## src/hdl/lcdn_pkg.sv

```systemverilog
// ----------------------------------------------------------------------------
// lcdn_pkg
// Shared types and constants for the 4-bit character LCD bus driver.
// ----------------------------------------------------------------------------
`default_nettype none

package lcdn_pkg;

  localparam int OPCODE_W = 3;
  localparam int BYTE_W   = 8;
  localparam int COL_W    = 8;
  localparam int NIB_W    = 4;
  localparam int TICK_W   = 16;
  localparam int HOLD_W   = 17;
  localparam int CFG_IDX_W = 2;
  localparam int STEP_W   = 4;

  // operation codes
  localparam logic [OPCODE_W-1:0] OP_INIT   = 3'd0;
  localparam logic [OPCODE_W-1:0] OP_CMD    = 3'd1;
  localparam logic [OPCODE_W-1:0] OP_DATA   = 3'd2;
  localparam logic [OPCODE_W-1:0] OP_CURSOR = 3'd3;
  localparam logic [OPCODE_W-1:0] OP_CLEAR  = 3'd4;

  // configuration register indexes
  localparam logic [CFG_IDX_W-1:0] CFG_PULSE      = 2'd0;
  localparam logic [CFG_IDX_W-1:0] CFG_SETTLE     = 2'd1;
  localparam logic [CFG_IDX_W-1:0] CFG_DATA_PULSE = 2'd2;

  localparam logic [TICK_W-1:0] PULSE_RST      = 16'd10;
  localparam logic [TICK_W-1:0] SETTLE_RST     = 16'd50000;
  localparam logic [TICK_W-1:0] DATA_PULSE_RST = 16'd50000;

  // controller bytes and wake-up nibbles
  localparam logic [BYTE_W-1:0] WAKE_8BIT   = 8'h30;
  localparam logic [BYTE_W-1:0] WAKE_4BIT   = 8'h28;
  localparam logic [BYTE_W-1:0] CMD_DISPLAY = 8'h0F;
  localparam logic [BYTE_W-1:0] CMD_CLEAR   = 8'h01;
  localparam logic [BYTE_W-1:0] CURSOR_L0   = 8'h80;
  localparam logic [BYTE_W-1:0] CURSOR_L1   = 8'hC0;

  // step numbers within a sequence
  localparam logic [STEP_W-1:0] BYTE_LAST_STEP    = 4'd3;
  localparam logic [STEP_W-1:0] INIT_WAKE4_STEP   = 4'd5;
  localparam logic [STEP_W-1:0] INIT_DISPLAY_STEP = 4'd7;
  localparam logic [STEP_W-1:0] INIT_CLEAR_STEP   = 4'd11;
  localparam logic [STEP_W-1:0] INIT_LAST_STEP    = 4'd14;

  typedef struct packed {
    logic              load;
    logic              prep;
    logic [STEP_W-1:0] step;
    logic              last;
  } lcdn_cmd_t;

  typedef struct packed {
    logic op_ok;
    logic is_init;
  } lcdn_status_t;

endpackage

`default_nettype wire

```

## src/hdl/lcdn_if.sv

```systemverilog
// ----------------------------------------------------------------------------
// lcdn channel interfaces
// Valid/ready channels for LCD operations in and timed pin states out.
// ----------------------------------------------------------------------------
`default_nettype none

interface lcdn_op_if;
  logic                           valid;
  logic                           ready;
  logic [lcdn_pkg::OPCODE_W-1:0]  opcode;
  logic [lcdn_pkg::BYTE_W-1:0]    value;
  logic                           row;
  logic [lcdn_pkg::COL_W-1:0]     column;

  modport source (output valid, opcode, value, row, column, input ready);
  modport sink   (input valid, opcode, value, row, column, output ready);
endinterface

interface lcdn_pin_if;
  logic                         valid;
  logic                         ready;
  logic [lcdn_pkg::NIB_W-1:0]   nibble;
  logic                         reg_select;
  logic                         enable;
  logic [lcdn_pkg::HOLD_W-1:0]  hold_ticks;
  logic                         last;

  modport source (output valid, nibble, reg_select, enable, hold_ticks, last,
                  input ready);
  modport sink   (input valid, nibble, reg_select, enable, hold_ticks, last,
                  output ready);
endinterface

`default_nettype wire

```

## src/hdl/lcdn_datapath.sv

```systemverilog
// ----------------------------------------------------------------------------
// lcdn_datapath
// Operation registers, timing registers and pin state generation.
// ----------------------------------------------------------------------------
`default_nettype none

module lcdn_datapath #(
  parameter int COLUMNS = 16
) (
  input  wire logic                            clk,
  input  wire logic                            rst_n,
  input  wire logic [lcdn_pkg::OPCODE_W-1:0]   in_opcode,
  input  wire logic [lcdn_pkg::BYTE_W-1:0]     in_value,
  input  wire logic                            in_row,
  input  wire logic [lcdn_pkg::COL_W-1:0]      in_column,
  input  wire logic                            cfg_we,
  input  wire logic [lcdn_pkg::CFG_IDX_W-1:0]  cfg_idx,
  input  wire logic [lcdn_pkg::TICK_W-1:0]     cfg_wdata,
  input  wire lcdn_pkg::lcdn_cmd_t             cmd,
  output lcdn_pkg::lcdn_status_t               status,
  output logic [lcdn_pkg::NIB_W-1:0]           out_nibble,
  output logic                                 out_reg_select,
  output logic                                 out_enable,
  output logic [lcdn_pkg::HOLD_W-1:0]          out_hold_ticks,
  output logic                                 out_last
);
  import lcdn_pkg::*;

  // column mod COLUMNS by reciprocal multiply; exact for 8-bit columns
  localparam int RECIP_SH = 16;
  localparam int RECIP    = ((1 << RECIP_SH) + COLUMNS - 1) / COLUMNS;
  localparam int RECIP_W  = $clog2(RECIP + 1);
  localparam int PROD_W   = COL_W + RECIP_W;
  localparam int REM_W    = $clog2(COLUMNS);

  logic [TICK_W-1:0]   pulse_r, settle_r, data_pulse_r;
  logic [OPCODE_W-1:0] opcode_r;
  logic [BYTE_W-1:0]   value_r;
  logic                row_r;
  logic [COL_W-1:0]    column_r;
  logic [BYTE_W-1:0]   byte_r;
  logic [BYTE_W-1:0]   byte_nxt;

  logic [PROD_W-1:0]   prod;
  logic [COL_W-1:0]    quot;
  logic [COL_W:0]      quot_cols;
  logic [REM_W-1:0]    col_rem;
  logic [BYTE_W-1:0]   cursor_byte;

  logic [1:0]          t;
  logic [BYTE_W-1:0]   b;
  logic                clr_tail;
  logic [TICK_W-1:0]   high_hold;

  // timing registers
  always_ff @(posedge clk) begin
    if (!rst_n) begin
      pulse_r      <= PULSE_RST;
      settle_r     <= SETTLE_RST;
      data_pulse_r <= DATA_PULSE_RST;
    end else if (cfg_we) begin
      case (cfg_idx)
        CFG_PULSE:      pulse_r      <= cfg_wdata;
        CFG_SETTLE:     settle_r     <= cfg_wdata;
        CFG_DATA_PULSE: data_pulse_r <= cfg_wdata;
        default: ;
      endcase
    end
  end

  // operation capture
  always_ff @(posedge clk) begin
    if (cmd.load) begin
      opcode_r <= in_opcode;
      value_r  <= in_value;
      row_r    <= in_row;
      column_r <= in_column;
    end
    if (cmd.prep) begin
      byte_r <= byte_nxt;
    end
  end

  always_comb begin
    prod        = PROD_W'(column_r) * PROD_W'(RECIP);
    quot        = COL_W'(prod >> RECIP_SH);
    quot_cols   = (COL_W+1)'(quot * (COL_W+1)'(COLUMNS));
    col_rem     = REM_W'((COL_W+1)'(column_r) - quot_cols);
    cursor_byte = (row_r ? CURSOR_L1 : CURSOR_L0) + BYTE_W'(col_rem);
    case (opcode_r)
      OP_CMD,
      OP_DATA:   byte_nxt = value_r;
      OP_CURSOR: byte_nxt = cursor_byte;
      OP_CLEAR:  byte_nxt = CMD_CLEAR;
      default:   byte_nxt = '0;
    endcase
  end

  assign status.op_ok   = (in_opcode <= OP_CLEAR);
  assign status.is_init = (opcode_r == OP_INIT);

  // pin state for the current step
  always_comb begin
    high_hold      = (opcode_r == OP_DATA) ? data_pulse_r : pulse_r;
    out_reg_select = (opcode_r == OP_DATA);
    out_last       = cmd.last;
    t              = cmd.step[1:0];
    b              = byte_r;
    out_nibble     = '0;
    out_enable     = 1'b0;
    out_hold_ticks = HOLD_W'(settle_r);
    if (status.is_init && cmd.step < INIT_DISPLAY_STEP) begin
      // power-up wait, then the three wake nibbles
      if (cmd.step != '0) begin
        out_nibble = (cmd.step >= INIT_WAKE4_STEP) ? WAKE_4BIT[7:4] : WAKE_8BIT[7:4];
        out_enable = cmd.step[0];
        out_hold_ticks = out_enable ? HOLD_W'(pulse_r) : HOLD_W'(settle_r);
      end
      clr_tail = 1'b0;
    end else begin
      if (status.is_init) begin
        if (cmd.step < INIT_CLEAR_STEP) begin
          t = 2'(cmd.step - INIT_DISPLAY_STEP);
          b = CMD_DISPLAY;
        end else begin
          t = 2'(cmd.step - INIT_CLEAR_STEP);
          b = CMD_CLEAR;
        end
      end
      clr_tail = (t == 2'd3) &&
                 ((status.is_init && cmd.step >= INIT_CLEAR_STEP) ||
                  (opcode_r == OP_CLEAR));
      out_nibble = t[1] ? b[3:0] : b[7:4];
      out_enable = ~t[0];
      if (clr_tail) begin
        out_hold_ticks = HOLD_W'(settle_r) + HOLD_W'(pulse_r);
      end else if (out_enable) begin
        out_hold_ticks = HOLD_W'(high_hold);
      end
    end
  end

endmodule

`default_nettype wire

```

## src/hdl/lcdn_ctrl.sv

```systemverilog
// ----------------------------------------------------------------------------
// lcdn_ctrl
// Sequencer: takes one operation, then steps through its pin states.
// ----------------------------------------------------------------------------
`default_nettype none

module lcdn_ctrl (
  input  wire logic                   clk,
  input  wire logic                   rst_n,
  input  wire logic                   in_valid,
  output logic                        in_ready,
  output logic                        out_valid,
  input  wire logic                   out_ready,
  input  wire lcdn_pkg::lcdn_status_t status,
  output lcdn_pkg::lcdn_cmd_t         cmd
);
  import lcdn_pkg::*;

  typedef enum logic [2:0] {
    ST_IDLE = 3'b001,
    ST_PREP = 3'b010,
    ST_EMIT = 3'b100
  } state_t;

  state_t            state_r, state_nxt;
  logic [STEP_W-1:0] step_r, step_nxt;
  logic [STEP_W-1:0] last_step;

  assign last_step = status.is_init ? INIT_LAST_STEP : BYTE_LAST_STEP;

  always_comb begin
    state_nxt = state_r;
    step_nxt  = step_r;
    in_ready  = 1'b0;
    out_valid = 1'b0;
    cmd.load  = 1'b0;
    cmd.prep  = 1'b0;
    cmd.step  = step_r;
    cmd.last  = (step_r == last_step);
    case (state_r)
      ST_IDLE: begin
        in_ready = 1'b1;
        // unused opcodes are taken and dropped
        if (in_valid && status.op_ok) begin
          cmd.load  = 1'b1;
          state_nxt = ST_PREP;
        end
      end
      ST_PREP: begin
        cmd.prep  = 1'b1;
        step_nxt  = '0;
        state_nxt = ST_EMIT;
      end
      ST_EMIT: begin
        out_valid = 1'b1;
        if (out_ready) begin
          if (cmd.last) begin
            state_nxt = ST_IDLE;
          end else begin
            step_nxt = step_r + 1'b1;
          end
        end
      end
      default: state_nxt = ST_IDLE;
    endcase
  end

  always_ff @(posedge clk) begin
    if (!rst_n) begin
      state_r <= ST_IDLE;
      step_r  <= '0;
    end else begin
      state_r <= state_nxt;
      step_r  <= step_nxt;
    end
  end

  a_no_overlap: assert property (@(posedge clk) disable iff (!rst_n)
    !(in_ready && out_valid))
    else $error("input taken while a pin state is offered");

  a_stall_hold: assert property (@(posedge clk) disable iff (!rst_n)
    (out_valid && !out_ready) |=> (out_valid && $stable(step_r)))
    else $error("step moved during a stalled transfer");

  a_prep_start: assert property (@(posedge clk) disable iff (!rst_n)
    (state_r == ST_PREP) |=> (out_valid && step_r == '0))
    else $error("sequence did not start at step zero");

  a_last_done: assert property (@(posedge clk) disable iff (!rst_n)
    (out_valid && out_ready && cmd.last) |=> in_ready)
    else $error("sequencer did not return to idle after final state");

endmodule

`default_nettype wire

```

## src/hdl/char_lcd_nibble_interface_top.sv

```systemverilog
// ----------------------------------------------------------------------------
// char_lcd_nibble_interface_top
// Expands LCD operations into timed 4-bit bus pin states.
// ----------------------------------------------------------------------------
// Usage:
//   in_op  : one operation per transfer (init, command, data, cursor, clear).
//   out_pin: one pin state per transfer (D7..D4, RS, E, hold ticks, last).
//   cfg_*  : write-only timing registers (pulse, settle, data pulse ticks),
//            written by the user only while the block is idle, not enforced.
// Timing:
//   An operation is taken in the idle state, builds its byte in the prep
//   state, then offers one pin state per cycle while out_pin.ready is high.
//   A byte operation has 4 pin states, init has 15; the sequencer's step
//   counter runs through them. Unused opcodes are taken in the idle state
//   and produce nothing.
// Reset (synchronous, rst_n low): sequencer returns to idle, timing
//   registers go to 10 / 50000 / 50000.
// Stall: while out_pin.ready is low the offered pin state holds and no new
//   operation is taken.
// ----------------------------------------------------------------------------
`default_nettype none

module char_lcd_nibble_interface_top #(
  parameter int COLUMNS = 16
) (
  input  wire logic                            clk,
  input  wire logic                            rst_n,
  lcdn_op_if.sink                              in_op,
  lcdn_pin_if.source                           out_pin,
  input  wire logic                            cfg_we,
  input  wire logic [lcdn_pkg::CFG_IDX_W-1:0]  cfg_idx,
  input  wire logic [lcdn_pkg::TICK_W-1:0]     cfg_wdata
);
  import lcdn_pkg::*;

  lcdn_cmd_t    cmd;
  lcdn_status_t status;

  lcdn_ctrl u_ctrl (
    .clk       (clk),
    .rst_n     (rst_n),
    .in_valid  (in_op.valid),
    .in_ready  (in_op.ready),
    .out_valid (out_pin.valid),
    .out_ready (out_pin.ready),
    .status    (status),
    .cmd       (cmd)
  );

  lcdn_datapath #(
    .COLUMNS (COLUMNS)
  ) u_datapath (
    .clk            (clk),
    .rst_n          (rst_n),
    .in_opcode      (in_op.opcode),
    .in_value       (in_op.value),
    .in_row         (in_op.row),
    .in_column      (in_op.column),
    .cfg_we         (cfg_we),
    .cfg_idx        (cfg_idx),
    .cfg_wdata      (cfg_wdata),
    .cmd            (cmd),
    .status         (status),
    .out_nibble     (out_pin.nibble),
    .out_reg_select (out_pin.reg_select),
    .out_enable     (out_pin.enable),
    .out_hold_ticks (out_pin.hold_ticks),
    .out_last       (out_pin.last)
  );

endmodule

`default_nettype wire
```

## src/flat_wrapper.sv

```systemverilog
// flat-port wrapper written by rule: the top's interface ports become plain ports
module char_lcd_nibble_interface_top_flat import lcdn_pkg::*;
#(
  parameter int COLUMNS = 16
)
  (clk, rst_n, cfg_we, cfg_idx, cfg_wdata, in_op_valid, in_op_opcode, in_op_value, in_op_row, in_op_column, in_op_ready, out_pin_valid, out_pin_nibble, out_pin_reg_select, out_pin_enable, out_pin_hold_ticks, out_pin_last, out_pin_ready);
  lcdn_op_if in_op_i ();
  lcdn_pin_if out_pin_i ();
  input  wire logic clk;
  input  wire logic rst_n;
  input  wire logic cfg_we;
  input  wire logic [lcdn_pkg::CFG_IDX_W-1:0] cfg_idx;
  input  wire logic [lcdn_pkg::TICK_W-1:0] cfg_wdata;
  input wire logic [$bits(in_op_i.valid)-1:0] in_op_valid;
  input wire logic [$bits(in_op_i.opcode)-1:0] in_op_opcode;
  input wire logic [$bits(in_op_i.value)-1:0] in_op_value;
  input wire logic [$bits(in_op_i.row)-1:0] in_op_row;
  input wire logic [$bits(in_op_i.column)-1:0] in_op_column;
  output wire logic [$bits(in_op_i.ready)-1:0] in_op_ready;
  output wire logic [$bits(out_pin_i.valid)-1:0] out_pin_valid;
  output wire logic [$bits(out_pin_i.nibble)-1:0] out_pin_nibble;
  output wire logic [$bits(out_pin_i.reg_select)-1:0] out_pin_reg_select;
  output wire logic [$bits(out_pin_i.enable)-1:0] out_pin_enable;
  output wire logic [$bits(out_pin_i.hold_ticks)-1:0] out_pin_hold_ticks;
  output wire logic [$bits(out_pin_i.last)-1:0] out_pin_last;
  input wire logic [$bits(out_pin_i.ready)-1:0] out_pin_ready;
  assign in_op_i.valid = in_op_valid;
  assign in_op_i.opcode = in_op_opcode;
  assign in_op_i.value = in_op_value;
  assign in_op_i.row = in_op_row;
  assign in_op_i.column = in_op_column;
  assign in_op_ready = in_op_i.ready;
  assign out_pin_valid = out_pin_i.valid;
  assign out_pin_nibble = out_pin_i.nibble;
  assign out_pin_reg_select = out_pin_i.reg_select;
  assign out_pin_enable = out_pin_i.enable;
  assign out_pin_hold_ticks = out_pin_i.hold_ticks;
  assign out_pin_last = out_pin_i.last;
  assign out_pin_i.ready = out_pin_ready;
  char_lcd_nibble_interface_top #(.COLUMNS(COLUMNS)) u_core (.clk(clk), .rst_n(rst_n), .in_op(in_op_i), .out_pin(out_pin_i), .cfg_we(cfg_we), .cfg_idx(cfg_idx), .cfg_wdata(cfg_wdata));
endmodule
```

## config.mk

```make
export PLATFORM = sky130hd
export DESIGN_NAME = char_lcd_nibble_interface_top_flat
export DESIGN_NICKNAME = d
export VERILOG_FILES = /design/src/hdl/lcdn_pkg.sv /design/src/hdl/lcdn_if.sv /design/src/hdl/lcdn_datapath.sv /design/src/hdl/lcdn_ctrl.sv /design/src/hdl/char_lcd_nibble_interface_top.sv /design/src/flat_wrapper.sv
export SDC_FILE = /design/constraint.sdc
export NUM_CORES = 1
export LEC_CHECK = 0
export BUFFER_PORTS_ARGS = -buffer_cell sky130_fd_sc_hd__buf_2
export CORE_MARGIN = 4
export CORE_UTILIZATION = 57
export DETAILED_ROUTE_END_ITERATION = 10
export PLACE_DENSITY = 0.87
export SLEW_MARGIN = 25
export SYNTH_ARGS = -nofsm -noshare
export SYNTH_HDL_FRONTEND = slang
export SYNTH_HIERARCHICAL = 1
export SYNTH_SLANG_ARGS = --single-unit
```

## constraint.sdc

```tcl
create_clock -name clk -period 6.9 [get_ports clk]
set_input_delay 0.345 -clock clk [delete_from_list [all_inputs] [get_ports clk]]
set_output_delay 0.345 -clock clk [all_outputs]
set_load 0.005 [all_outputs]
```

==> results.md, run 1 <==
* First-pass GRT wire length at 21.5 mm
* Cell count after synthesis at 580
* Synth-to-Final Area Change at 12.0%
* Worst path buffer plus inverter count at 3
* Die area at 10000 µm²
* Final Critical Period at 3.85 ns
* Syn_area_per_cell at 8.36 µm²
* Clk root buf: clkbuf_8
* Synth top cells by count: 144 x nand2_1, 55 x dfxtp_1, 35 x a21boi_0, 33 x nor2_1, 27 x a21oi_1
* RePlAce Congestion at 0.905
* Worst stage delay on the critical path at 0.74 ns
* Avg WL per Cell at 18.1 µm
* Post-cts resize count at 0
* Worst Setup End Kind: output pin
* Critical setup path kind: flip-flop to output pin
* Crit path max-delay family: buffers and inverters
* Router iterations before antenna repair at 7
* Largest net degree at the start of global routing at 57
* Crit path launch type: flip-flop
* Setup-failing EPs final at 0
* Final wirelength at 13.3 mm
* Fmax at 260 MHz
* Avg Vias per Cell at 6.32
* Fin cells at 736
* Max clock buf depth at 2
* Worst-Margin Slew at 0.845 ns
* IO Count at 69
* Sequential area share after synthesis at 37.6%
* Ys async rst share at 0%
* CP Cell Sequence: clkinv_1 -> ha_1 -> nand3_4 -> a221oi_4 -> buf_8 -> nor2_2 -> a222oi_1 -> buf_2
* Layout cells sized above 1 at 16.3%
* FF+latch count, synth at 79
* Via count at 4648
* Die height at 100 µm
* Min setup slack post-route at 3.05 ns
* Gr ovfl total at 0
* Mapped Nets at 644
* # Post-CTS Setup Buffers at 0
* Number of max-cap violations at 0
* Placed insts at 719
* Top_reg_cell synth: dfxtp_1
* Sum Neg Setup Slack at 0 ns
* Post-CTS Hold Buffers at 0
* Tot GR Track Use at 26.8%
* Outcome: finished, final reports clean
* Yosys warns at 6
* Top post-synthesis cells by area: dfxtp_1 23%, edfxtp_1 15%, nand2_1 11%, a21boi_0 5.4%, ha_1 5.2%
* Final core occ at 65.7%
* Initial core utilization at 58.7%
* Worst-Skew Late Latency at 0.35 ns
* TritonCTS clock tree: yes
* Number of port buffers at 64
* Dpl ws at 3.23 ns
* Fin. Hold Viols at 0
* Post-DRT Antenna Nets at 0
* Fin area at 5430 µm²
* Count leader, synth: nand2_1
* CP Data Arrival Time at 3.50 ns
* Vias in the first global route at 4402
* Hold crit path type: primary input to flip-flop
* Share of the synthesized area in the top cell type at 22.7%
* Final Max Slew Viols at 0
* Leakage dissipation at 2.23 nW
* Die Wd at 100 µm
* 1st-iter DRT viols at 606
* Fin crit share at 55.7%
* Row cnt at 33
* CTS clk-pin slew, worst paths at 0.08 ns
* Post-synth top area cell: dfxtp_1
* Ant diodes at 0
* CP max FO at 17
* Clock skew at 0.00254 ns
* RSZ-0062 raised after global routing: no
* Detailed Place HPWL at 9.14 mm
* Placed Area at 5170 µm²
* Slowest-stage cell, CP: dfxtp_1
* CTS H-tree depth at 3
* Yosys cell types at 62
* Number of flops mapped to enable cells by yosys at 24
* FF-to-FF path depth at 6
* Max VDD drop at 0.000149 V
* Crit. path cell count at 8
* CTS Buf Count at 9
* Slew HR at 43.7%
* Clock sink count at 79
* Power, Total at 1.07 mW
* Hold depth at 1
* Nets at 690
* Power Dens Cells at 198 nW/µm²
* Hold WS at 0.160 ns
* Placeable Area at 8260 µm²
* Antenna violations before repair at 0
* Cell Area, Synth at 4850 µm²
* CP required at 6.55 ns
* DRC at 0
-- worst reg2reg max path, delay by kind of cell (launching register included) --
family,cells,cell delay (ns)
compound gates,2,0.35
buf+inv,1,0.14
flops,1,0.59
simple gates,3,1.14
-- flip-flops by register name, summed over array words and instances, names as in the netlist --
signal / flops
u_core/u_datapath/column_r: 4
u_core/u_ctrl/step_r: 4
u_core/u_datapath/opcode_r: 3
u_core/u_datapath/pulse_r: 16
u_core/u_datapath/data_pulse_r: 16
u_core/u_datapath/byte_r: 8
u_core/u_ctrl/state_r: 3
u_core/u_datapath/settle_r: 16
u_core/u_datapath/value_r: 8
u_core/u_datapath/row_r: 1
-- placed cells by master (no fill, tap or decap), drive strengths merged, types with 13 or more instances in the layout --
master	n
ha	20
inv	13
o21ai	24
nand3	18
nand2	144
edfxtp	24
a211oi	24
buf	69
dfxtp	55
a21oi	27
a21boi	36
nor2	34
mux2i	18
-- routing by layer --
layer / wire length [µm] / share of wire [%] / GRT usage [%]
met5: 0 / 0 / 0
met1: 5540 / 42 / 36.5
met4: 227 / 1.7 / 8.70
met3: 1250 / 9.4 / 4.73
met2: 6310 / 47 / 43.1
-- cells by family (layout without fill, tap and decap cells) --
| group | Yosys count | in the layout | share of synthesized area, % |
|---|---|---|---|
| compound gates | 160 | 160 | 23.3 |
| xor+xnor | 15 | 15 | 2.71 |
| fa+ha+maj | 21 | 21 | 5.58 |
| buf+inv | 47 | 98 | 4.83 |
| flops | 79 | 79 | 37.6 |
| mux | 19 | 19 | 3.95 |
| simple gates | 239 | 239 | 22.1 |
-- area by class of cell --
cell class / count / area [µm²]
timing repair buffer: 69 / 365
multi-input combinational: 454 / 2810
clock inverter: 6 / 108
sequential: 79 / 1820
clock buffer: 10 / 128
inverter: 13 / 61.3
fill: 652 / 2830
tap: 105 / 131
-- report_power, final --
group	leakage, nW	internal [mW]	switching (mW)
logic	1.43	0.0611	0.0853
registers	0.673	0.497	0.0183
clock network	0.121	0.240	0.170
total	2.23	0.799	0.273
-- final timing paths --
kind | slack, ns | endpoint | from
worst max-delay path | 3.05 | out_pin_hold_ticks[11] | u_core/u_ctrl/step_r[0]
worst min-delay path | 0.16 | u_core/u_datapath/value_r[1] | in_op_value[1]
worst max register to register | 4.56 | u_core/u_ctrl/step_r[2] | u_core/u_datapath/opcode_r[2]
worst min register to register | 0.49 | u_core/u_datapath/data_pulse_r[3] | u_core/u_datapath/data_pulse_r[3]
Power figures use the tool's default switching activity.
==> run 2: changes to the inputs <==
==> constraint.sdc (replaced) <==
create_clock -name clk -period 3.6 [get_ports clk]
set_input_delay 0.18 -clock clk [delete_from_list [all_inputs] [get_ports clk]]
set_output_delay 0.18 -clock clk [all_outputs]
set_load 0.005 [all_outputs]
==> results.md, run 2 (synthesis results as in run 1) <==
* Hold crit path type: primary input to flip-flop
* Slew HR at 44.4%
* Final core occ at 67.2%
* Ant diodes at 0
* Hold WS at 0.0130 ns
* Initial core utilization at 58.7%
* Crit path max-delay family: compound AO/OA/AOI/OAI gates
* Tot GR Track Use at 26.9%
* Placeable Area at 8260 µm²
* First-pass GRT wire length at 21.6 mm
* Router iterations before antenna repair at 5
* CP Cell Sequence: ha_1 -> fa_1 -> a21o_1 -> a221oi_1 -> nor2_1 -> a211oi_1 -> xor2_1 -> a31oi_1 -> buf_2
* Avg Vias per Cell at 6.20
* FF-to-FF path depth at 6
* CTS H-tree depth at 3
* Worst path buffer plus inverter count at 1
* Number of port buffers at 64
* CP Data Arrival Time at 3.14 ns
* Final wirelength at 13.3 mm
* Fmax at 301 MHz
* Fill cell count at 637
* Power Dens Cells at 365 nW/µm²
* Gr ovfl total at 0
* Leakage dissipation at 2.27 nW
* Max clock buf depth at 2
* Row cnt at 33
* Most frequent cells in the layout: 144 x nand2_1, 64 x buf_2, 55 x dfxtp_1, 35 x a21boi_0, 32 x nor2_1
* Commonest non-fill, non-tap cell in the layout: nand2_1
* Avg WL per Cell at 17.8 µm
* Outcome: finished, final reports clean
* Critical setup path kind: flip-flop to output pin
* Top flop regs: u_core/u_datapath/data_pulse_r (16), u_core/u_datapath/pulse_r (16), u_core/u_datapath/settle_r (16)
* Register area at 1820 µm²
* Worst-Skew Late Latency at 0.35 ns
* Clock sink count at 79
* Via count at 4638
* Slowest-stage cell, CP: a221oi_1
* Largest net degree at the start of global routing at 57
* Synth-to-Final Area Change at 14.4%
* Min setup slack post-route at 0.283 ns
* Clk root buf: clkbuf_8
* Crit path launch type: flip-flop
* CTS clk-pin slew, worst paths at 0.08 ns
* Antenna violations before repair at 0
* Detailed Place HPWL at 9.28 mm
* Max VDD drop at 0.000326 V
* CTS Buf Count at 9
* # Post-CTS Setup Buffers at 0
* Die height at 100 µm
* Dpl ws at 0.725 ns
* Fin cells at 748
* Clock skew at 0.00968 ns
* Die Wd at 100 µm
* Worst Setup End Kind: output pin
* 1st-iter DRT viols at 449
* IO Count at 69
* Sum Neg Setup Slack at 0 ns
* RePlAce Congestion at 0.900
* Die area at 10000 µm²
* Placed insts at 721
* Layout cells sized above 1 at 16.3%
* Nets at 702
* Fin. Hold Viols at 0
* Worst stage delay on the critical path at 0.54 ns
* Crit. path cell count at 9
* RSZ-0062 raised after global routing: no
* CP required at 3.42 ns
* Final Max Slew Viols at 0
* Setup-failing EPs final at 0
* DRC at 0
* Number of max-cap violations at 0
* Post-DRT Antenna Nets at 0
* TritonCTS clock tree: yes
* Footprint of the multi-input gates at 2820 µm²
* Vias in the first global route at 4424
* Final Critical Period at 3.32 ns
* Fin crit share at 92.1%
* Worst-Margin Slew at 0.834 ns
* CP max FO at 4
* Hold depth at 1
-- run 2: repair_timing --
action	4_1_cts	5_1_grt
endpoints found under the hold margin	9	2
resized for setup	0	0
hold buffers	9	2
-- run 2: final timing paths --
check	startpoint	endpoint	slack (ns)
worst max-delay path	u_core/u_datapath/pulse_r[0]	out_pin_hold_ticks[14]	0.28
worst min-delay path	in_op_value[2]	u_core/u_datapath/value_r[2]	0.01
worst max register to register	u_core/u_datapath/opcode_r[2]	u_core/u_ctrl/step_r[2]	1.30
worst min register to register	u_core/u_datapath/data_pulse_r[2]	u_core/u_datapath/data_pulse_r[2]	0.47
-- run 2: layout make-up --
| cell class | instances | share of cell area [%] |
|---|---|---|
| multi-input combinational | 454 | 50.8 |
| sequential | 79 | 32.9 |
| timing repair buffer | 81 | 8.57 |
| clock buffer | 13 | 3.47 |
| tap | 105 | 2.37 |
| inverter | 13 | 1.11 |
| clock inverter | 3 | 0.812 |
-- run 2: per-stage QoR --
step	instance area [µm²]	total power [mW]
finish	5550	2.02
detailed placement	5190	1.28
CTS	5520	2.02
global route	5550	2.09
floorplan	4850	1.18
global placement	5180	1.26
-- run 2: layer usage --
layer	up-vias	routed length (µm)	global-route usage, %
li1	2188	-	-
met1	2180	5510	36.3
met2	233	6120	42.6
met3	37	1390	5.84
met4	0	287	9.43
met5	-	0	0
-- run 2: worst reg2reg max path: stages, from the launching register on --
cell and delay, ns:
edfxtp_1 0.56, or3_1 0.42, clkinv_8 0.16, or4b_4 0.52
a21boi_4 0.29, or4_1 0.18, o211ai_2 0.07
-- run 2: power by group --
group / switching (mW) / leakage, nW / total [mW] / internal, mW
logic: 0.166 / 1.49 / 0.291 / 0.126
registers: 0.0355 / 0.673 / 0.989 / 0.953
clock network: 0.317 / 0.115 / 0.744 / 0.427
total: 0.518 / 2.27 / 2.02 / 1.51
==> run 3: changes to the inputs <==
--- a/config.mk
+++ b/config.mk
@@ -9,7 +9,9 @@
 export CORE_MARGIN = 4
 export CORE_UTILIZATION = 57
 export DETAILED_ROUTE_END_ITERATION = 10
+export HOLD_SLACK_MARGIN = 0.02
 export PLACE_DENSITY = 0.87
+export REMOVE_ABC_BUFFERS = 1
 export SLEW_MARGIN = 25
 export SYNTH_ARGS = -nofsm -noshare
 export SYNTH_HDL_FRONTEND = slang
==> results.md, run 3 (synthesis results as in run 1) <==
* Gr ovfl total at 0
* Post-DRT Antenna Nets at 0
* FF-to-FF path depth at 6
* TritonCTS clock tree: yes
* Fin crit share at 88.1%
* FF-to-FF Start: u_core/u_datapath/opcode_r[2]
* Avg WL per Cell at 17.1 µm
* Final Critical Period at 3.17 ns
* Sequential power share at 49.2%
* Switching power at 578 µW
* Die height at 100 µm
* Placeable Area at 8260 µm²
* 1st-iter DRT viols at 372
* CTS H-tree depth at 3
* Footprint of the multi-input gates at 2820 µm²
* Slew HR at 40.9%
* Share of total power in combinational logic at 14.7%
* Tot GR Track Use at 26.3%
* Worst setup startpoint: u_core/u_datapath/pulse_r[0]
* Clock sink count at 79
* CP max FO at 4
* Detailed Place HPWL at 8.27 mm
* # Post-CTS Setup Buffers at 0
* Number of max-cap violations at 0
* Max clock buf depth at 2
* Router iterations before antenna repair at 6
* Final wirelength at 12.9 mm
* Sum Neg Setup Slack at 0 ns
* Placed Area at 5210 µm²
* Vias in the first global route at 4538
* Setup-failing EPs final at 0
* CP Data Arrival Time at 2.99 ns
* Hold path startpoint: cfg_wdata[15]
* CTS Buf Count at 9
* Antenna violations before repair at 0
* CP required at 3.42 ns
* Worst-Skew Late Latency at 0.36 ns
* Max VDD drop at 0.000220 V
* Avg Vias per Cell at 6.02
* Via count at 4554
* Most frequent cells in the layout: 144 x nand2_1, 64 x buf_2, 55 x dfxtp_1, 35 x a21boi_0, 33 x nor2_1
* Clock skew at 0.00464 ns
* Hold crit path type: primary input to flip-flop
* CTS clk-pin slew, worst paths at 0.09 ns
* Ant diodes at 0
* Nets at 710
* DRC at 0
* Top flop regs: u_core/u_datapath/data_pulse_r (16), u_core/u_datapath/pulse_r (16), u_core/u_datapath/settle_r (16)
* RSZ-0062 raised after global routing: no
* Fin. Hold Viols at 0
* IO Count at 69
* Critical setup path kind: flip-flop to output pin
* Leakage dissipation at 2.30 nW
* Switching share of power at 28.9%
* Fmax at 315 MHz
* Row cnt at 33
* Number of port buffers at 64
* RePlAce Congestion at 0.909
* Worst-Margin Slew at 0.886 ns
* Fin area at 5590 µm²
* Power Dens Cells at 357 nW/µm²
* Outcome: finished, final reports clean
* Final Max Slew Viols at 0
* Register area at 1820 µm²
* Worst Setup End Kind: output pin
* Clk root buf: clkbuf_8
* Largest net degree at the start of global routing at 57
* Fill cell count at 666
* Die area at 10000 µm²
* Layout cells sized above 1 at 16.6%
* Clock Power Share at 36.1%
* Die Wd at 100 µm
* Pint at 1.42 mW
* Commonest non-fill, non-tap cell in the layout: nand2_1
* Crit path launch type: flip-flop
* Hold depth at 3
* First-pass GRT wire length at 21.2 mm
* Synth-to-Final Area Change at 15.4%
* Initial core utilization at 58.7%
-- run 3: cell types whose count changed in the layout (fill, tap and decap cells not counted), moves of 2 or more --
cell,change
inv_8,+2
dlygate4sd3_1,+5
clkbuf_16,-2
inv_6,+3
buf_4,+3
-- run 3: cell type report --
cell class / instances / area share [%]
multi-input combinational: 454 / 50.4
sequential: 79 / 32.6
timing repair buffer: 89 / 9.80
tap: 105 / 2.35
clock buffer: 9 / 2.22
clock inverter: 7 / 1.54
inverter: 13 / 1.10
-- run 3: per-layer routing --
metal / vias to the layer above / wire [µm] / GRT usage [%]
li1: 2202 / - / -
met1: 2100 / 4930 / 30.5
met2: 209 / 6570 / 47.0
met3: 43 / 1060 / 5.28
met4: 0 / 340 / 10.9
met5: - / 0 / 0
-- run 3: path summary, 6_finish.rpt --
kind	end	slack, ns
max	out_pin_hold_ticks[14]	0.43
min	u_core/u_datapath/data_pulse_r[15]	0.06
max reg2reg	u_core/u_ctrl/step_r[2]	1.30
min reg2reg	u_core/u_datapath/data_pulse_r[7]	0.48
-- run 3: power groups by stage --
stage                     Clock [mW]  Combinational, mW  Sequential (mW)
after floorplan                    0              0.170            0.994
after global placement             0              0.260            0.999
after detailed placement           0              0.271             1.00
after CTS                      0.726              0.287            0.982
after global routing           0.777              0.326            0.988
final                          0.721              0.294            0.983
-- run 3: repair_timing --
| action | CTS | global route |
|---|---|---|
| hold buffers | 16 | 0 |
| resized for setup | 0 | 1 |
| hold endpoints to repair | 16 | 0 |
| endpoints found under the setup margin | 0 | 1 |
-- run 3: through the flow --
| step | total power [mW] | util (%) | cells | worst slack, ns | hold slack, ns |
|---|---|---|---|---|---|
| 6_report | 2.00 | 67.7 | 756 | 0.427 | 0.0561 |
| 5_1_grt | 2.09 | 67.7 | 756 | 0.218 | 0.0562 |
| 4_1_cts | 1.99 | 67.6 | 756 | 0.260 | 0.0434 |
| 3_5_place_dp | 1.27 | 63.1 | 724 | 0.691 | 0.358 |
| 3_3_place_gp | 1.26 | 63.1 | 724 | 0.753 | 0.356 |
| 2_1_floorplan | 1.16 | - | 546 | 0.346 | 0.252 |
-- run 3: critical path, stage by stage (launching register included) --
cell,delay [ns]
dfxtp_1,0.35
ha_1,0.27
fa_1,0.42
a21o_1,0.22
a221oi_2,0.41
nor2_1,0.12
a211oi_1,0.37
xor2_1,0.11
a31oi_1,0.21
buf_2,0.14
